<file path="src/rtl/core/vtbc_pkg.sv">
package vtbc_pkg;

   // Storage depth of the transformed vertex store.
   localparam int VERTEX_DEPTH_DEF = 4096;

   // Field widths.
   localparam int SLOT_W  = 12;
   localparam int POS_W   = 16;
   localparam int NDC_W   = 16;
   localparam int COEF_W  = 16;
   localparam int CLIP_W  = 34;
   localparam int QUOT_W  = 16;
   localparam int REM_W   = 48;

   // Queue depths.
   localparam int CMD_QUEUE_DEPTH = 4;
   localparam int OUT_DEPTH       = 32;

   // Saturation limits of a Q2.14 value.
   localparam logic [NDC_W-1:0] NDC_MAX = 16'h7FFF;
   localparam logic [NDC_W-1:0] NDC_MIN = 16'h8000;

   // Register reset values.
   localparam logic [12:0] HALF_WIDTH_RST  = 13'd320;
   localparam logic [12:0] HALF_HEIGHT_RST = 13'd240;
   localparam logic [30:0] DEPTH_SCALE_RST = 31'd100000000;

   typedef enum logic {
      OP_VERTEX   = 1'b0,
      OP_TRIANGLE = 1'b1
   } op_type;

   typedef enum logic [2:0] {
      CSR_ROW0        = 3'd0,
      CSR_ROW1        = 3'd1,
      CSR_ROW2        = 3'd2,
      CSR_ROW3        = 3'd3,
      CSR_HALF_WIDTH  = 3'd4,
      CSR_HALF_HEIGHT = 3'd5,
      CSR_DEPTH_SCALE = 3'd6
   } csr_index_type;

   typedef struct packed {
      logic [3:0][63:0] row;
      logic [12:0]      half_width;
      logic [12:0]      half_height;
      logic [30:0]      depth_scale;
   } cfg_type;

   typedef struct packed {
      op_type                 op;
      logic [SLOT_W-1:0]      vertex_slot;
      logic [POS_W-1:0]       pos_x;
      logic [POS_W-1:0]       pos_y;
      logic [POS_W-1:0]       pos_z;
      logic [2:0][SLOT_W-1:0] corner;
      logic                   slot_ok;
      logic [2:0]             corner_ok;
   } cmd_type;

   typedef struct packed {
      logic [15:0] screen_x;
      logic [15:0] screen_y;
      logic [31:0] screen_z;
      logic        draw_triangle;
      logic        range_fault;
   } result_type;

   typedef struct packed {
      logic       valid;
      result_type result;
   } result_push_type;

endpackage

</file>
<file path="src/rtl/core/vtbc_channels.sv">


interface vtbc_rsp_if import vtbc_pkg::*; ();
   logic               valid;
   logic               ready;
   logic signed [15:0] screen_x;
   logic signed [15:0] screen_y;
   logic signed [31:0] screen_z;
   logic               draw_triangle;
   logic               range_fault;

   modport source (output valid, screen_x, screen_y, screen_z, draw_triangle,
                   range_fault, input ready);
   modport sink (input valid, screen_x, screen_y, screen_z, draw_triangle,
                 range_fault, output ready);
endinterface


</file>
<file path="src/rtl/core/vtbc_out_queue.sv">
module vtbc_out_queue import vtbc_pkg::*; (
   input  logic              clock,
   input  logic              reset,
   input  logic              issue,
   input  result_push_type   push,
   vtbc_rsp_if.source        rsp,
   output logic              credit_ok
);

   localparam int OAW = $clog2(OUT_DEPTH);

   result_type     fifo_ff [OUT_DEPTH];
   logic [OAW-1:0] wr_ptr_ff;
   logic [OAW-1:0] rd_ptr_ff;
   logic [OAW:0]   count_ff;
   logic [OAW:0]   flight_ff;
   logic           pop;
   result_type     head;

   // An item may enter the back end only if its result is sure of a place here.
   assign credit_ok = ({1'b0, count_ff} + {1'b0, flight_ff}) < (OAW+2)'(OUT_DEPTH);

   assign head              = fifo_ff[rd_ptr_ff];
   assign rsp.valid         = count_ff != '0;
   assign rsp.screen_x      = head.screen_x;
   assign rsp.screen_y      = head.screen_y;
   assign rsp.screen_z      = head.screen_z;
   assign rsp.draw_triangle = head.draw_triangle;
   assign rsp.range_fault   = head.range_fault;
   assign pop               = rsp.valid && rsp.ready;

   // Result storage.
   always_ff @(posedge clock) begin
      if (push.valid) begin
         fifo_ff[wr_ptr_ff] <= push.result;
      end
   end

   // Pointers, fill count and items still in the pipeline.
   always_ff @(posedge clock) begin
      if (reset) begin
         wr_ptr_ff <= '0;
         rd_ptr_ff <= '0;
         count_ff  <= '0;
         flight_ff <= '0;
      end else begin
         if (push.valid) begin
            wr_ptr_ff <= wr_ptr_ff + 1'b1;
         end
         if (pop) begin
            rd_ptr_ff <= rd_ptr_ff + 1'b1;
         end
         if (push.valid && !pop) begin
            count_ff <= count_ff + 1'b1;
         end else if (pop && !push.valid) begin
            count_ff <= count_ff - 1'b1;
         end
         if (issue && !push.valid) begin
            flight_ff <= flight_ff + 1'b1;
         end else if (push.valid && !issue) begin
            flight_ff <= flight_ff - 1'b1;
         end
      end
   end

endmodule

</file>
<file path="src/flat_wrapper.sv">
// flat-port wrapper written by rule: the top's interface ports become plain ports
module vtbc_out_queue_flat import vtbc_pkg::*;
  (clock, reset, issue, push, credit_ok, rsp_valid, rsp_screen_x, rsp_screen_y, rsp_screen_z, rsp_draw_triangle, rsp_range_fault, rsp_ready);
  vtbc_rsp_if rsp_i ();
  input  logic clock;
  input  logic reset;
  input  logic issue;
  input  result_push_type push;
  output logic credit_ok;
  output wire logic [$bits(rsp_i.valid)-1:0] rsp_valid;
  output wire logic [$bits(rsp_i.screen_x)-1:0] rsp_screen_x;
  output wire logic [$bits(rsp_i.screen_y)-1:0] rsp_screen_y;
  output wire logic [$bits(rsp_i.screen_z)-1:0] rsp_screen_z;
  output wire logic [$bits(rsp_i.draw_triangle)-1:0] rsp_draw_triangle;
  output wire logic [$bits(rsp_i.range_fault)-1:0] rsp_range_fault;
  input wire logic [$bits(rsp_i.ready)-1:0] rsp_ready;
  assign rsp_valid = rsp_i.valid;
  assign rsp_screen_x = rsp_i.screen_x;
  assign rsp_screen_y = rsp_i.screen_y;
  assign rsp_screen_z = rsp_i.screen_z;
  assign rsp_draw_triangle = rsp_i.draw_triangle;
  assign rsp_range_fault = rsp_i.range_fault;
  assign rsp_i.ready = rsp_ready;
  vtbc_out_queue u_core (.clock(clock), .reset(reset), .issue(issue), .push(push), .rsp(rsp_i), .credit_ok(credit_ok));
endmodule
</file>
<file path="config.mk">
export PLATFORM = sky130hd
export DESIGN_NAME = vtbc_out_queue_flat
export DESIGN_NICKNAME = d
export VERILOG_FILES = /design/src/rtl/core/vtbc_pkg.sv /design/src/rtl/core/vtbc_channels.sv /design/src/rtl/core/vtbc_out_queue.sv /design/src/flat_wrapper.sv
export SDC_FILE = /design/constraint.sdc
export NUM_CORES = 2
export LEC_CHECK = 0
export BUFFER_PORTS_ARGS = -buffer_cell sky130_fd_sc_hd__buf_2
export CAP_MARGIN = 20
export CORE_UTILIZATION = 62
export DETAILED_ROUTE_END_ITERATION = 12
export PLACE_DENSITY = 0.79
export SYNTH_ARGS = -nofsm -noshare
export SYNTH_HDL_FRONTEND = slang
export SYNTH_SLANG_ARGS = --single-unit
export TNS_END_PERCENT = 50
</file>
<file path="constraint.sdc">
create_clock -name clock -period 5.82 [get_ports clock]
set_input_delay 0.873 -clock clock [delete_from_list [all_inputs] [get_ports clock]]
set_output_delay 0.873 -clock clock [all_outputs]
set_load 0.05 [all_outputs]
</file>
==> results.toml <==
[status]
status = "finished, final reports clean"

[clocking]
root_buffer = "clkbuf_16"
clock-sinks = 2139
clk_pin_slew_worst_paths_ps = 60
post_cts_resized = 0
post_cts_buffers = 0
htree_levels = 4
clock_latency_ps = 840
clock_path_buffers = 3
cts_tree = "done"
cts-hold-fix-buffers = 0
numCtsBuffers = 198

[timing]
worst_pin_slew_ps = 1150
period_share = 0.875
grt_setup_unrepaired = "false"
finalSetupTns_ps = 0
post-route-min-period_ps = 5090
hold_viol = 0
skew_ps = 53.6
relSlewSlack = 0.231
fmax_mhz = 196
setup_violations = 0
finalMaxSlewViolations = 0

[yosys]
yosysSeqAreaShare = 0.784
synth-edff-count = 2112
yosysWarningCount = 0
synth_common_cells = "2112 x edfxtp_1, 476 x mux2i_1, 358 x a22oi_1, 292 x mux4_2, 121 x nand3_1"
async_flop_share = 0
synth_top_area_share = 0.777
syn_avg_cell_area_um2 = 20.9
synthTopCellsByArea = "edfxtp_1 78%, mux4_2 8.1%, mux2i_1 5.8%"
yosysMostFrequentCell = "edfxtp_1"
synth_top_area_cell = "edfxtp_1"
synth_cell_types = 50
synth-main-ff-cell = "edfxtp_1"
syn_inst = 3896
ys_ff_latch = 2139
syn_area_um2 = 81600
synth_nets = 3989

[global_route]
overflow = 0
antenna_found_initial = 11
grt_pass1_wl_mm = 287
track_usage = 0.305
grt_pass1_vias = 42200
grt_start_max_net_pins = 140

[setup_path]
path_max_fanout = 42
cp_data_required_time_ps = 4950
path_class = "flop to primary output"
worstPathArrival_ps = 4220
setup.worst_path.start_class = "flop"
end_kind = "primary output"

[placed_design]
portBuffers = 138
dp_hpwl_mm = 97.4
placed_area_um2 = 84900
gp_congestion = 0.777

[die]
die_h_um = 365
start_util = 0.628
fp.dieArea_um2 = 133000
core-area_um2 = 130000
io_pins = 139
rows = 132
die_w_um = 365

[pwr]
power_mw = 35.5
ir_drop_v = 0.000415
power_frac_comb = 0.168
powerDensity_nw_per_um2 = 390
pwr-share-seq = 0.484
netSwitchingPower_mw = 9.51
p_leak_nw = 27.5
clockPowerShare = 0.348
switching_share = 0.268
internal_power_mw = 26.0

[cells_and_area]
drive_above_1_share = 0.200
nets = 4208
register_area_um2 = 64000
multi_input_area_um2 = 16800
nFillCells = 7428
final_area_um2 = 91000
area_growth_pct = 11.6

[detailed_routing]
num_vias = 42000
final_antenna_net_count = 0
drc = 0
viasPerCell = 6.97
post_drt_wl_per_cell_um = 33.4
dr.pass1.iters = 6
drt_first_iter_violations = 5626
finalWirelength_mm = 201

[min_path]
holdCritPathClass = "primary input to flop"

[run]
cap_viol_max_count = 0
==> metrics by stage <==
step	instances	util	hold WS [ps]	setup slack, ps
2_1_floorplan	3896	-	463	1110
3_3_place_gp	5650	0.652	481	1530
3_5_place_dp	5654	0.653	480	1730
4_1_cts	6015	0.700	396	741
6_report	6024	0.700	439	726
5_1_grt	6021	0.700	468	703
==> cell usage in the layout (no fill, tap or decap), drive strengths merged, types with 2 or more instances in the layout <==
master,synthesis,layout
a211o,4,4
a21o,7,7
a21oi,10,10
a22o,20,20
a22oi,358,358
a31oi,21,21
and2,5,5
and3,3,3
and3b,2,2
buf,142,243
bufinv,0,10
clkbuf,82,253
clkinv,0,84
clkinvlp,0,6
dfxtp,27,27
diode,0,6
edfxtp,2112,2112
fa,2,2
ha,20,20
inv,6,14
mux2,2,2
mux2i,476,476
mux4,292,292
nand2,19,19
nand3,121,121
nand3b,5,5
nand4,48,48
nor2,56,56
nor2b,14,14
nor4,2,2
o211ai,3,3
o21a,3,3
o21ai,2,2
o31ai,2,2
or2,3,3
or4,3,3
xnor2,2,2
xor2,11,11
==> final timing paths <==
check / to / startpoint / cells after the start / slack, ps
worst max-delay path: rsp_screen_z[20] / flop / 6 / 730
worst max register to register: u_core.fifo_ff[17][57]$_DFFE_PP_ / u_core.wr_ptr_ff[0]$_SDFFE_PP0P_ / 4 / 2680
worst min register to register: u_core.flight_ff[2]$_SDFFE_PP0P_ / u_core.flight_ff[2]$_SDFFE_PP0P_ / 2 / 490
worst min-delay path: u_core.wr_ptr_ff[0]$_SDFFE_PP0P_ / push[66] / 3 / 440
==> state kept, by name (all words and copies together) (netlist names), named ones only <==
register,count
u_core.rd_ptr_ff,5
u_core.count_ff,6
u_core.fifo_ff,2112
u_core.flight_ff,6
u_core.wr_ptr_ff,5
==> final cells by class <==
class                      instances  area share
sequential                      2139       0.703
inverter                           6    0.000247
multi-input combinational       1527       0.185
timing repair buffer             243      0.0211
clock buffer                     253      0.0574
antenna                            6    0.000165
clock inverter                   108     0.00970
tap                             1742      0.0239
==> metal layers <==
layer	wire (um)	track usage	vias to the layer above
met5	7	0	-
met4	8000	0.122	2
met3	21600	0.0554	497
met2	99800	0.502	2897
met1	71600	0.407	21800
li1	-	-	16800
==> critical path, stage by stage (launching register included) <==
cell and delay, ps:
dfxtp_1 650, nor2b_2 540, buf_4 390, and2_4 820, a22oi_1 190, nand4_1 370, buf_2 340
==> cell families after synthesis <==
kind of cell             share of synthesized area
XOR/XNOR                                   0.00140
AO/OA/AOI/OAI                               0.0398
buffers and inverters                       0.0142
AND/OR/NAND/NOR                             0.0182
adder cells (fa/ha/maj)                    0.00356
multiplexers                                 0.139
flip-flops                                   0.784
==> power groups by stage <==
stage	combinational (mW)	sequential, mW	clock, mW
3_3_place_gp	5.83	17.5	0
3_5_place_dp	5.89	17.5	0
6_report	5.95	17.2	12.3
4_1_cts	5.98	17.2	12.4
5_1_grt	6.25	17.2	13.0
2_1_floorplan	4.39	17.4	0
Power figures use the tool's default switching activity.
